`config.mk`:
```
export PLATFORM = sky130hd
export DESIGN_NAME = arpp_fifo
export DESIGN_NICKNAME = d
export VERILOG_FILES = /design/src/rtl/arpp_fifo.sv
export SDC_FILE = /design/constraint.sdc
export NUM_CORES = 1
export LEC_CHECK = 0
export BUFFER_PORTS_ARGS = -buffer_cell sky130_fd_sc_hd__buf_2
export CAP_MARGIN = 30
export CORE_MARGIN = 2
export CORE_UTILIZATION = 59
export DETAILED_ROUTE_END_ITERATION = 10
export GPL_TIMING_DRIVEN = 0
export PLACE_DENSITY = 0.9
export SLEW_MARGIN = 20
export SYNTH_ARGS = -nofsm -noshare
export SYNTH_HDL_FRONTEND = slang
export SYNTH_SLANG_ARGS = --single-unit
```
`constraint.sdc`:
```
create_clock -name clk -period 2.8 [get_ports clk]
set_input_delay 0.14 -clock clk [delete_from_list [all_inputs] [get_ports clk]]
set_output_delay 0.14 -clock clk [all_outputs]
set_load 0.02 [all_outputs]
```
`src/rtl/arpp_fifo.sv`:
```
// small register queue used between front, back and the result port
// depends on nothing
`timescale 1ns / 1ps

module arpp_fifo #(
  parameter int WIDTH = 8,
  parameter int DEPTH = 4
) (
  input  logic                       clk,
  input  logic                       rst,
  input  logic                       push,
  input  logic [WIDTH-1:0]           din,
  input  logic                       pop,
  output logic [WIDTH-1:0]           dout,
  output logic                       empty,
  output logic [$clog2(DEPTH+1)-1:0] count
);

  localparam int PW = (DEPTH > 1) ? $clog2(DEPTH) : 1;
  localparam int CW = $clog2(DEPTH+1);
  localparam logic [PW-1:0] LAST = PW'(DEPTH - 1);

  logic [WIDTH-1:0] mem [DEPTH];
  logic [PW-1:0]    wr_ptr;
  logic [PW-1:0]    rd_ptr;
  logic             do_pop;

  assign empty  = (count == '0);
  assign do_pop = pop && !empty;
  assign dout   = mem[rd_ptr];

  always_ff @(posedge clk) begin
    if (rst) begin
      wr_ptr <= '0;
      rd_ptr <= '0;
      count  <= '0;
    end else begin
      if (push) begin
        wr_ptr <= (wr_ptr == LAST) ? '0 : wr_ptr + 1'b1;
      end
      if (do_pop) begin
        rd_ptr <= (rd_ptr == LAST) ? '0 : rd_ptr + 1'b1;
      end
      count <= count + CW'(push) - CW'(do_pop);
    end
  end

  always_ff @(posedge clk) begin
    if (push) begin
      mem[wr_ptr] <= din;
    end
  end

endmodule

```
== After elaboration in Yosys (flattened, before gate mapping) ==
Memory sizes are Yosys's and may differ from the RTL's. A register that Yosys moved wholly into a read port is not among the register bits.
Cells that the tools add are included.
Operators by class
  $add $sub $neg: 4
  $mul: 0
  div/mod/pow operators: 0
  $lt $le $gt $ge: 0
  equal/unequal tests: 2
  shifts and indexed selects: 0
  mux-type cells: 6
  bitwise logic cells: 0
  reduce and logical (&&, ||, !) cells: 3
Operator list (count)
  $mux W2: 4
  $add A2 B1 Y2 const B: 2
  $eq A2 B2 Y1 const B: 2
  $add A3 B1 Y3: 1
  $logic_not A3 Y1: 1
  $sub A3 B1 Y3: 1
  $mux W1: 2
  $logic_and A1 B1 Y1: 1
  $logic_not A1 Y1: 1
Storage, ports and cells
  flip-flop bits (word level): 7
  latch bits: 0
  bits in writable memories: 32
  bits in read-only memories: 0
  input bits: 12
  output and inout bits: 12
  memories: 1
Memories
  mem: depth 4, bits a word 8, rd ports 1, clocked after Yosys merged registers in 1, wr ports 1, RTL line 23  | logic [WIDTH-1:0] mem [DEPTH];

== Depth between registers and ports, before layout ==
  depth after elaboration: 5
  depth in mapped cells: 8

== Worst setup path before layout ==
OpenSTA, ideal clock, no wires.
  kind: reg2reg
  from: reg count[1]
  to: reg count[2]
  data arrival time: 1840 ps
  required time: 2675 ps
  slack: 835 ps
  stages on the path, launching flop included: 9
  path buffers: 0
  cell sequence: dfxtp_1 o31a_1 ha_1 inv_1 ha_1 inv_1 fa_1 xnor3_1 nor2_1
Between the ends
  word-level cells in the longest chain between the ends: 4
  elaborated cells between the ends (all ways): 5
  classes of those cells: 2 x add/sub; 3 x reduce/logical
Ends and longest elaborated chain
  start, declared: RTL line 16  | output logic [$clog2(DEPTH+1)-1:0] count
  start signal, assigned: RTL line 44  | count <= count + CW'(push) - CW'(do_pop);
  parallel branches: the longest is 3 deep, another holds $add A3 B1 Y3
  $sub A3 B1 Y3 (*): RTL line 44
Mark *: on every way between the ends.
A chain may end at the register's enable or synchronous reset.

== Worst setup path after layout ==
Ends and elaborated chain as after synthesis.

==> Flow_metrics.wiki <==
{| class="wikitable"
! Metric !! Value
|-
| Actual slew at the worst max-slew pin || 0.4789 ns
|-
| Number of cells on the worst reg-to-reg path || 8
|-
| Total routing resource utilization after global routing || between 10% and 20%
|-
| Layout cell share with drive strength beyond 1 || 32.26%
|-
| CTS H-Tree Depth || 2
|-
| Resize count post-CTS || 0
|-
| R2R Setup Slk || 0.75 ns
|-
| Peak supply drop || 0.6702 mV
|-
| FF+latch area || 0.001141 mm^2
|-
| Share of cell area taken by muxes after synthesis || a little over an eighth
|-
| Sequential element share of the synthesized area || 70.42%
|-
| Area share of and/or/nand/nor cells after synthesis || 5.328%
|-
| R2R Path End || count[2]
|-
| Multi-input combinational cell area || 445.4 um^2
|-
| Number of vias after detailed routing || 821
|-
| Power dissipated by switching net loads || 0.0004391 W
|-
| Number of input and output port buffers inserted || 22
|-
| Relative slew margins || 68.07%
|-
| Number of clock sinks || 41
|-
| Total nets after synthesis || 106
|-
| Hold_ws || around 0.13 ns
|-
| Part of the total power dissipated in the clock network || 21.4%
|-
| Type of element launching the critical path || flop
|-
| Ratio of total power to cell area || 784.6 mW/mm^2
|-
| Number of ports placed on the die boundary || 24
|-
| Register share of total power || about half
|-
| Max_cap viols || 0
|-
| Std-Cell Core Area || approximately 0.0027 mm^2
|-
| Initial core utilization || 60.32%
|-
| Weighted congestion at the end of routability-driven global placement || 0.6633
|-
| Net switching fraction of the power || 29.15%
|-
| CTS Hold Buffers Added || 2
|-
| Cell chain of the critical path || o31a_1 > ha_1 > inv_1 > ha_1 > inv_1 > fa_1 > xnor3_1 > nor2_1
|-
| Launch point of the critical path || count[1]
|-
| Number of stages on the worst setup path || 8
|-
| Netlist cell types || 19
|-
| Via density per instance || between 5 and 6
|-
| Number of flip-flops and latches in the synthesized netlist || 41
|-
| Delay of the slowest cell on the worst path || a little under 0.4 ns
|-
| Count of mapped cells out of synthesis || 86
|-
| Initial DRT Pass Iterations || 3
|-
| CP Max Fanout || 5
|-
| Number of buffer and inverter instances along the worst setup path || 2
|-
| Drt drc || 0
|-
| Setup repair after global routing missed its margin || no
|-
| Max Root-Sink Buffers || 2
|-
| Die area || 0.003182 mm^2
|-
| Kind of capture point of the worst setup path || flop
|-
| Arrival @ worst endpoint || approximately 2.3 ns
|-
| Clock tree from TritonCTS || built
|-
| Count of yosys warnings during synthesis || 0
|-
| Std cell rows || 19
|-
| Global-route wire length before repair || 4.029 mm
|-
| Result of the run || complete, no violations
|-
| Most common cell after layout, fill and taps aside || edfxtp_1
|-
| Area share of xor/xnor cells in the synthesized design || 1.390%
|-
| Vias in the first global route || 859
|-
| Worst path required time || 3.04 ns
|-
| Clock input transition at the sequential cells of the worst setup and hold paths || 0.11 ns
|-
| Internal power component || 0.001067 W
|-
| Crit path max-delay cell type || o31a_1
|-
| Compound-Gate Fraction of Synth Area || less than 1%
|-
| Total Neg Setup Slack || 0 ns
|-
| Top library cells by usage in the layout, fill and taps aside || edfxtp_1 (32), buf_2 (22), dfxtp_1 (9), mux4_2 (8), dlygate4sd3_1 (8)
|-
| Global route total overflow || 0
|-
| Crit path capture || count[2]
|-
| Startpoint of the lowest-slack register-to-register path || count[1]
|-
| Period Utilization, post-route || 73.34%
|-
| Area added between synthesis and finish || 18.46%
|-
| Setup fix buffers added after clock tree synthesis || 0
|-
| Initial detailed-routing violation count || 22
|-
| Part of the total power dissipated in combinational logic || 29.0%
|-
| Cell area after synthesis || 0.001620 mm^2
|-
| Die boundary width || 56.41 um
|-
| FILL cells || between 150 and 200
|-
| Highest Clock Rate || 487.0 MHz
|-
| Post-detailed-placement half-perimeter wirelength || 1.722 mm
|-
| Final hold viol count || 0
|-
| Pin count of the biggest net entering global routing || 13
|-
| Number of failing setup endpoints in the final timing report || 0
|-
| Category of the critical setup timing path || reg -> reg
|-
| Adder-Cell Fraction of Synth Area || 6.641%
|-
| Cell family with the largest share of critical-path delay || adder cells
|-
| Die Height || 56.41 um
|-
| Min Tclk post-route || 2.054 ns
|-
| Final Routed Wirelength || 2.475 mm
|-
| Min-delay worst type || in -> reg
|-
| Final worst clock skew || 0.009443 ns
|-
| DRT antenna net count || 0
|-
| Average wire length per cell after detail routing || 15.97 um
|-
| Final layout net count || 143
|-
| Total count of max-transition violations in the final report || 0
|-
| Number of antenna violations at the first check in global routing || 0
|-
| Syn avg cell area || ~19 um^2
|-
| Root cell of the clock tree || clkbuf_4
|-
| Clock latency at the later pin of the worst-skew pair || 0.34 ns
|-
| Antenna diode count || 0
|-
| Number of buffers created by CTS || 5
|-
| Largest family of logic cells by synthesized area || multiplexers
|-
| P_leak || roughly 0.73 nW
|}
## power groups by stage
| stage | logic, W | registers (W) | clock network (W) |
|---|---|---|---|
| floorplan | 0.000298 | 0.000773 | 0 |
| global placement | 0.000410 | 0.000754 | 0 |
| detailed placement | 0.000435 | 0.000761 | 0 |
| CTS | 0.000437 | 0.000748 | 0.000329 |
| global route | 0.000477 | 0.000754 | 0.000361 |
| finish | 0.000436 | 0.000747 | 0.000323 |
## final cells by class
cell class	count	share of cell area, %
Timing Repair Buffer	30	9.909
Clock inverter	1	0.2608
Tap cell	31	2.021
Multi-Input combinational cell	37	23.21
Buffer	3	0.7823
Sequential cell	41	59.45
Clock buffer	7	3.390
Inverter	5	0.9778
## worst register-to-register path: stages (launching register included)
cell     delay (ns)
dfxtp_1        0.38
o31a_1         0.39
ha_1           0.30
inv_1          0.06
ha_1           0.13
inv_1          0.05
fa_1           0.38
xnor3_1        0.22
nor2_1         0.04
## cell usage after synthesis
master	instances	share of area [%]
a21oi_1	1	0.31
and2_1	4	1.5
buf_4	1	0.46
clkbuf_1	2	0.46
dfxtp_1	9	11
edfxtp_1	32	59
fa_1	1	1.2
ha_1	7	5.4
inv_1	5	1.2
mux2_4	1	0.93
mux2i_1	2	1.2
mux4_2	8	11
nand2b_1	3	1.2
nor2_1	3	0.69
nor2b_1	2	0.77
nor3_1	2	0.62
o31a_1	1	0.54
or3b_1	1	0.54
xnor3_1	1	1.4
## stage by stage
| stage | instances | util (%) | cell area (um^2) | setup WS [ns] | total power, W |
|---|---|---|---|---|---|
| 3_5_place_dp | 139 | 65.86 | 1769 | 0.7578 | 0.001196 |
| 5_1_grt | 155 | 71.45 | 1919 | 0.6512 | 0.001592 |
| 6_report | 155 | 71.45 | 1919 | 0.7465 | 0.001506 |
| 2_1_floorplan | 86 | - | 1620 | 0.8354 | 0.001071 |
| 4_1_cts | 149 | 69.21 | 1859 | 0.7408 | 0.001514 |
| 3_3_place_gp | 139 | 65.86 | 1769 | 0.8674 | 0.001164 |
## state kept, by name, indices dropped and copies added (netlist names), named ones only
name    flops
wr_ptr      2
rd_ptr      2
count       3
mem        32
## cells by family (layout without fill, tap and decap cells)
family | count (synthesis) | count (layout)
DFF | 41 | 41
xor gates and xnor gates | 1 | 1
adders and majority gates | 8 | 8
and+or+nand+nor | 15 | 15
buffers and inverters | 8 | 46
muxes | 11 | 11
AOI/OAI and AO/OA | 2 | 2
## per-layer routing
metal  vias up  share of wire (%)  GRT usage [%]
met2        14                 54          30.25
met3         6                3.4          8.525
met5         -                  0              0
met1       401                 41          20.39
li1        400                  -              -
met4         0                2.1          8.163
## how the worst min path moves through the flow
stage | from | to | slack [ns] | cells past startpoint
2_1_floorplan | din[0] | mem[0][0] | 0.24 | 0
3_3_place_gp | din[4] | mem[0][4] | 0.35 | 1
3_5_place_dp | din[0] | mem[0][0] | 0.36 | 1
4_1_cts | din[3] | mem[1][3] | 0.0001 | 1
5_1_grt | push | wr_ptr[1] | 0.13 | 3
6_report | rst | count[1] | 0.13 | 2
No activity file was read; power rests on OpenSTA's default activity.
