`config.mk`:
```
export PLATFORM = sky130hd
export DESIGN_NAME = arpp_back
export DESIGN_NICKNAME = d
export VERILOG_FILES = /design/src/rtl/arpp_pkg.sv /design/src/rtl/arpp_back.sv
export SDC_FILE = /design/constraint.sdc
export NUM_CORES = 1
export LEC_CHECK = 0
export BUFFER_PORTS_ARGS = -buffer_cell sky130_fd_sc_hd__buf_2
export CORE_MARGIN = 10
export CORE_UTILIZATION = 30
export CTS_CLUSTER_DIAMETER = 80
export DETAILED_ROUTE_END_ITERATION = 16
export PLACE_DENSITY = 0.44
export SKIP_CTS_REPAIR_TIMING = 1
export SYNTH_ARGS = -nofsm -noshare
export SYNTH_HDL_FRONTEND = slang
export SYNTH_SLANG_ARGS = --single-unit
export TNS_END_PERCENT = 5
```
`constraint.sdc`:
```
create_clock -name clk -period 11.1 [get_ports clk]
set_input_delay 2.22 -clock clk [delete_from_list [all_inputs] [get_ports clk]]
set_output_delay 2.22 -clock clk [all_outputs]
set_load 0.005 [all_outputs]
```
`src/rtl/arpp_pkg.sv`:
```
// shared types and constants for the audio ring pwm passthrough block
// no dependencies
`timescale 1ns / 1ps

package arpp_pkg;

  localparam int RING_DEPTH_DEF = 2048;
  localparam int MID_DEPTH      = 4;
  localparam int OUT_DEPTH      = 4;
  localparam int FULL_SCALE     = 32768;
  localparam int FS_SHIFT       = $clog2(FULL_SCALE);
  localparam int PWM_W          = 12;
  localparam int DIV_W          = 3;
  localparam int SAMPLE_W       = 16;
  localparam int PROD_W         = SAMPLE_W + PWM_W;

  localparam logic [PWM_W-1:0] PWM_MAX_RESET = 12'd840;
  localparam logic [DIV_W-1:0] TICK_DIV_RESET = 3'd6;

  typedef enum logic {
    REG_PWM_PERIOD_MAX = 1'b0,
    REG_TICK_DIVIDE    = 1'b1
  } reg_index_t;

  typedef struct packed {
    logic                       func;
    logic signed [SAMPLE_W-1:0] sample_value;
    logic                       mic_active;
    logic                       last_in_block;
  } item_t;

  typedef struct packed {
    logic                       duty_valid;
    logic [PWM_W-1:0]           duty;
    logic                       block_done;
    logic [SAMPLE_W-1:0]        block_peak;
    logic signed [SAMPLE_W-1:0] block_first_sample;
  } result_t;

  // classified work handed from front to back
  typedef struct packed {
    logic                       pop;
    logic                       block_done;
    logic [SAMPLE_W-1:0]        block_peak;
    logic signed [SAMPLE_W-1:0] block_first_sample;
  } job_t;

  typedef struct packed {
    job_t                       job;
    logic signed [SAMPLE_W-1:0] sample;
  } mid_word_t;

endpackage

```
`src/rtl/arpp_back.sv`:
```
// back end: sample to pwm duty scaling with clamp, result assembly
// depends on arpp_pkg
`timescale 1ns / 1ps

module arpp_back
  import arpp_pkg::*;
(
  input  logic                           clk,
  input  logic                           rst,
  input  logic                           mid_valid,
  input  mid_word_t                      mid_word,
  output logic                           mid_pop,
  input  logic [$clog2(OUT_DEPTH+1)-1:0] out_count,
  input  logic [PWM_W-1:0]               pwm_period_max,
  output logic                           res_push,
  output result_t                        res_word
);

  localparam int CW = $clog2(OUT_DEPTH+1);

  logic [PWM_W-2:0]         half;
  logic                     s1_valid;
  job_t                     s1_job;
  logic signed [PROD_W-1:0] s1_prod;
  logic [CW:0]              in_flight;

  logic signed [PROD_W-1:0] biased;
  logic signed [PROD_W-1:0] q_full;
  logic [PWM_W+1:0]         d;
  logic [PWM_W-1:0]         duty;

  assign half      = pwm_period_max[PWM_W-1:1];
  assign in_flight = {1'b0, out_count} + (CW+1)'(s1_valid);
  assign mid_pop   = mid_valid && (in_flight < (CW+1)'(OUT_DEPTH));

  always_ff @(posedge clk) begin
    if (rst) begin
      s1_valid <= 1'b0;
    end else begin
      s1_valid <= mid_pop;
    end
  end

  always_ff @(posedge clk) begin
    if (mid_pop) begin
      s1_job  <= mid_word.job;
      s1_prod <= mid_word.sample * $signed({1'b0, half});
    end
  end

  // divide by full scale with truncation toward zero
  assign biased = s1_prod + (s1_prod[PROD_W-1] ? PROD_W'(FULL_SCALE - 1) : '0);
  assign q_full = biased >>> FS_SHIFT;
  assign d      = (PWM_W+2)'(q_full) + (PWM_W+2)'(half);

  always_comb begin
    if (d[PWM_W+1]) begin
      duty = '0;
    end else if (d > {2'b00, pwm_period_max}) begin
      duty = pwm_period_max;
    end else begin
      duty = d[PWM_W-1:0];
    end
  end

  assign res_push                    = s1_valid;
  assign res_word.duty_valid         = s1_job.pop;
  assign res_word.duty               = s1_job.pop ? duty : '0;
  assign res_word.block_done         = s1_job.block_done;
  assign res_word.block_peak         = s1_job.block_peak;
  assign res_word.block_first_sample = s1_job.block_first_sample;

endmodule

```
# == Word level (Yosys, flattened, before mapping) ==
# Index checks and enable logic that the tools add are counted.
# word_totals
regBits,63
ramBits,0
inputBits,68
latch_bits,0
out_inout_bits,48
romBits,0
wordCells,17
mem_count,0
# op_classes
n_bitwise,0
n_div,0
n_shift,0
mul,1
mux,4
n_reduce_logical,1
eq_ne,0
n_lt_le_gt_ge,2
addsub,3
# ops
cell,count
$mux 12,3
$add 28x15->28,1
$mul 16x12->28,1
$mux 15,1
$add 13x12->14,1
$gt 14x12->1,1
$add 3x1->4,1
$lt 4x3->1 const B,1
$logic_and 1x1->1,1

# == Depth between registers and ports, before layout ==
# Gate-level depths: netlist (run 1).
# logic_depth
word_depth,7
depth_mapped,24
mapped_depth_nobuf,23

# == Worst setup path before layout (run 1) ==
# No wires, ideal clock.
# synth_path
kind,input to output
from,input port out_count[0]
to,output port mid_pop
slack_ns,1.469
t_arrival_ns,7.411
path_stages,1
n_path_buf,0
required_ns,8.880
cell_sequence,a311oi_1
# synth_via
elab_chain_cells,3
# synth_rtl
element,line_no,text
start: declaration,arpp_back.sv:13,"input logic [$clog2(OUT_DEPTH+1)-1:0] out_count,"
$add 3x1->4,arpp_back.sv:33,"assign in_flight = {1'b0, out_count} + (CW+1)'(s1_valid);"
$lt 4x3->1,arpp_back.sv:34,assign mid_pop = mid_valid && (in_flight < (CW+1)'(OUT_DEPTH));
$logic_and 1x1->1,arpp_back.sv:34,
end: declaration,arpp_back.sv:12,"output logic mid_pop,"
# Every way passes these cells.

==> impl_metrics.ini, run 1 <==
[grt]
grt_overflow_total = 0
grt_max_degree = 64
grtUsageMet2 = 0.229
grt_pass1_wl_um = 42100
gr-usage-met1 = 0.160
antenna_found_initial = 1
grtUsageTotal = 0.127
use_met3 = 0.0168
first_global_vias = 7933
grt-busiest-layer = met2

[setup_path]
cp_top_family = compound AO/OA/AOI/OAI gates
endpoint = res_word[37]
max_stage_delay_ps = 710
startpoint = s1_prod[27]
regToRegStartpoint = res_push
path_class = register to output pin
worst_path_max_delay_cell = edfxtp_1
reg2reg_depth = 2
r2r-end = s1_prod[6]
worstSetupPathDepth = 22
worstPathRequired_ps = 8880
crit_fanout = 19
rrSetupSlack_ps = 9240
start_kind = register
critPathMostFrequentCell = ha_1
path_buf_inv = 1
cp_cell_sequence = ha_1, a21oi_1, a211oi_2, o2111a_2, or2_0, and3_1, and3_1, xor2_1, ha_1, a21o_1, a41oi_1, o21ai_0, xnor2_1, ha_1, and4_1, a21oi_1, nand2_1, o21ai_0, o211ai_2, mux2i_4, mux2i_1, buf_2
end_kind = output pin
crit_arrival_ps = 6810

[timing]
slew_viol_final = 0
setup_viol = 0
tightest_slew_ps = 806
fin_crit_ps = 9030
finalHoldViolations = 0
timing.final.ws_setup_ps = 2070
timing.slew.headroom = 0.463
max_freq_mhz = 111
fin_skew_ps = 3.48
tns_ps = 0
min_period_over_period = 0.813
rsz0062_at_grt = false

[routing]
ant_nets = 0
wl_um = 25600
vias = 7126
dr.pass1.iters = 4
drc = 0
wire_per_inst_um = 16.2
drtIter0Drc = 273
vias_per_cell = 4.51

[finish]
final_cell_mix = inv_1 (210), fa_1 (162), nand2_1 (135)
fill_cells = 3470
area_growth_pct = 13.3
layout_commonest_cell = inv_1
diodes = 0
drive_above_1_share = 0.135
nets = 1457

[clock_tree]
clock_latency_ps = 330
cts-root-buf = clkbuf_16
numCtsBuffers = 9
cts.sinks = 63
cts.clk_slew.worst_paths_ps = 60
h-tree-depth = 3
cts_tree = yes
cts.path.max_buffers = 2

[die]
start_util = 0.303
design.core.area_um2 = 33400
dieArea_um2 = 41500
die_w_um = 204
io_pins = 116
die_h_um = 204
rows = 67

[place]
dp_hpwl_um = 21500
dp_slack_ps = 2230
gp_congestion = 0.814
portBuffers = 115

[logic_synthesis]
ys_warn_count = 0
synth_nets = 1363
ys_async_sr_fraction = 0
ys_ff_latch = 63
synth_area_um2 = 10100
yosys.area.top_type_share = 0.320
synth_cells = 1033
ys_seq_area_frac = 0.186
synth_top_cell_by_area = fa_1
synth.top_cells.by_area = fa_1 (32%), edfxtp_1 (18%), ha_1 (12%)
ys_types = 57
synth_ff_type = edfxtp_1
synth-edff-count = 62
syn_avg_cell_area_um2 = 9.80

[power]
p_leak_uw = 0.00548
powerDensity_nw_per_um2 = 311
irDropWorstVdd_mv = 0.147

[min_path]
hold_class = register to register

[run]
max-cap-violations = 0

[status]
status = finished, final reports clean
worst min path at each step:
stage	from	to	slack, ps	cells after the start
global placement	res_push	res_word[21]	1180	2
CTS	res_push	res_word[29]	1190	2
floorplan	res_push	res_word[0]	2140	1
finish	res_push	res_word[29]	1160	2
global route	res_push	res_word[29]	1240	2
detailed placement	res_push	res_word[21]	1180	2
where the power goes:
part	internal, µW	switching, µW
combinational	1200	1580
clock	200	112
sequential	434	42.4
cell families after synthesis:
logic type | share of synthesized area
AND/OR/NAND/NOR | 0.144
adder cells (fa/ha/maj) | 0.445
buffers and inverters | 0.0947
AO/OA/AOI/OAI | 0.0753
flip-flops | 0.186
XOR/XNOR | 0.0397
multiplexers | 0.0151
per-layer routing:
metal,part of all wire,vias up,routed length (µm)
met5,0.00039,-,10
met4,0.012,2,298
met3,0.024,19,625
met2,0.51,82,13000
met1,0.45,3590,11600
li1,-,3433,-
area by class of cell:
cell class	count	area, µm²	area share
Clock inverter	7	105	0.00916
Clock buffer	9	225	0.0196
Sequential cell	63	1880	0.164
Multi-Input combinational cell	723	7300	0.636
Inverter	210	788	0.0687
Timing Repair Buffer	120	613	0.0534
Tap cell	448	561	0.0489
worst min-delay path, delay by kind of cell (launching register included):
family	cells	cell delay (ps)
flip-flops	1	370
AO/OA/AOI/OAI	1	140
buffers and inverters	1	370
through the flow:
step	area [µm²]	total power, µW	hold WS [ps]	cells	utilization
3_3_place_gp	11100	3280	1180	1564	0.333
4_1_cts	11500	3630	1190	1580	0.343
3_5_place_dp	11100	3300	1180	1564	0.333
2_1_floorplan	10100	2640	2140	1033	-
6_report	11500	3570	1160	1580	0.343
5_1_grt	11500	4020	1240	1580	0.343
state kept, by name (all words and copies together), names as in the netlist:
| register | count |
|---|---|
| res_push | 1 |
| res_word | 34 |
| s1_prod | 28 |
cell usage after synthesis, types with 4 or more instances:
| master | number |
|---|---|
| a21o_1 | 7 |
| nor2_1 | 23 |
| inv_1 | 210 |
| xor2_1 | 12 |
| xnor2_1 | 32 |
| clkbuf_1 | 34 |
| nand2b_1 | 5 |
| o21a_1 | 6 |
| fa_1 | 162 |
| o21ai_0 | 17 |
| mux2i_1 | 13 |
| edfxtp_1 | 62 |
| a31oi_1 | 4 |
| ha_1 | 100 |
| and3_1 | 8 |
| nand2_1 | 135 |
| nand4_1 | 4 |
| o211ai_1 | 6 |
| nor3_1 | 6 |
| nor2b_1 | 6 |
| a211oi_1 | 9 |
| nand3_1 | 9 |
| a211o_1 | 4 |
| and2_1 | 92 |
| a21oi_1 | 28 |
No activity file was read; power rests on OpenSTA's default activity.
==> run 2: changes to the inputs <==
- PLACE_DENSITY: 0.44 -> 0.45
- clock period: 11.1 -> 7.4 ns (I/O delays scaled with it)
==> run 2 against run 1 <==
Net effect: wire length up 2.9%; clock power increased by 56%; first-iteration DRC count down 15%; sequential share of layout area shrank 0.42 points; clock-buffer cell count did not move; largest power group unchanged.
==> impl_metrics.ini, run 2 (synthesis gave the netlist of run 1 again) <==
[status]
status = finished, final reports clean

[timing]
max_freq_mhz = 141
setup_viol = 0
slew_viol_final = 0
fin_crit_ps = 7070
fin_skew_ps = 4.83
tns_ps = 0
holdWs_ps = 951
tightest_slew_ps = 603
timing.final.ws_setup_ps = 331
timing.slew.headroom = 0.597
finalHoldViolations = 0
min_period_over_period = 0.955

[run]
max-cap-violations = 0

[clock_tree]
numCtsBuffers = 9
cts.path.max_buffers = 2
cts.sinks = 63
cts-root-buf = clkbuf_16
h-tree-depth = 3
cts.clk_slew.worst_paths_ps = 50
clock_latency_ps = 340
cts_tree = yes

[setup_path]
end_kind = output pin
path_class = register to output pin
crit_arrival_ps = 5590
worstPathRequired_ps = 5920
crit_fanout = 5
start_kind = register

[place]
placed_cells = 1583
gp_congestion = 0.790
portBuffers = 115
dp_slack_ps = 118
dp_hpwl_um = 22300

[power]
finalPower_uw = 5580
irDropWorstVdd_mv = 0.208
powerDensity_nw_per_um2 = 474
p_leak_uw = 0.00563

[grt]
first_global_vias = 8234
grt_max_degree = 35
antenna_found_initial = 2
grt_pass1_wl_um = 43600
grtUsageTotal = 0.132
grt_overflow_total = 0

[die]
rows = 67
dieArea_um2 = 41500
start_util = 0.303
design.core.area_um2 = 33400
die_h_um = 204
die_w_um = 204
io_pins = 116

[routing]
vias = 7230
wl_um = 26400
ant_nets = 0
drtIter0Drc = 232
vias_per_cell = 4.50
dr.pass1.iters = 4
wire_per_inst_um = 16.4
drc = 0

[finish]
area_growth_pct = 16.3
final_cell_mix = inv_1 (210), fa_1 (161), nand2_1 (135)
nets = 1482
largest_reg_flops = 34
drive_above_1_share = 0.170
fin_cells = 1607
layout_commonest_cell = inv_1

[min_path]
hold_class = register to register
run 2: layout make-up:
class / count / area (µm²)
clock buffers: 9 / 225
repair buffers: 145 / 808
diodes: 2 / 5.00
fillers: 3489 / 21700
clock inverters: 7 / 111
well taps: 448 / 561
flip-flops and latches: 63 / 1880
multi-input cells: 723 / 7400
inverters: 210 / 788
run 2: worst paths after layout:
kind / cells after the start / startpoint / endpoint / slack, ps
max: 26 / s1_prod[27] / res_word[38] / 330
min: 2 / res_push / res_word[13] / 950
max reg2reg: 3 / res_push / res_word[23] / 5520
min reg2reg: 2 / res_push / res_word[13] / 950
run 2: report_power, final:
group	internal [µW]	leakage [µW]	switching [µW]
sequential	652	0.000590	47.6
clock	326	0.000163	159
combinational	1940	0.00488	2460
total	2910	0.00563	2670
run 2: worst max-delay path: stages, from the launching register on:
cell and delay (ps):
edfxtp_1 410, buf_4 180, ha_1 350, o211ai_1 160, a211oi_4 320, o31ai_2 110, nand2_1 90, and2_1 180
nor2_1 80, ha_2 210, fa_2 360, a21o_1 210, a211oi_2 250, o21ai_2 90, a31o_2 250, a211oi_2 200
nor2_2 70, ha_1 290, and4_4 200, a21oi_1 140, nand2_1 80, o21ai_2 150, nand3b_1 140, mux2i_4 210
buf_6 170, mux2i_1 210, buf_2 140
run 2: per-stage QoR:
stage	cell area [µm²]	utilization
6_report	11800	0.352
2_1_floorplan	10100	-
3_3_place_gp	11300	0.337
4_1_cts	11600	0.347
5_1_grt	11800	0.352
3_5_place_dp	11300	0.337
run 2: layer usage:
layer  track usage  routed length [µm]  up-vias
met4        0.0261                 267        0
met1         0.169               12000     3645
li1              -                   -     3489
met5             0                   0        -
met3        0.0170                 826       15
met2         0.233               13300       81
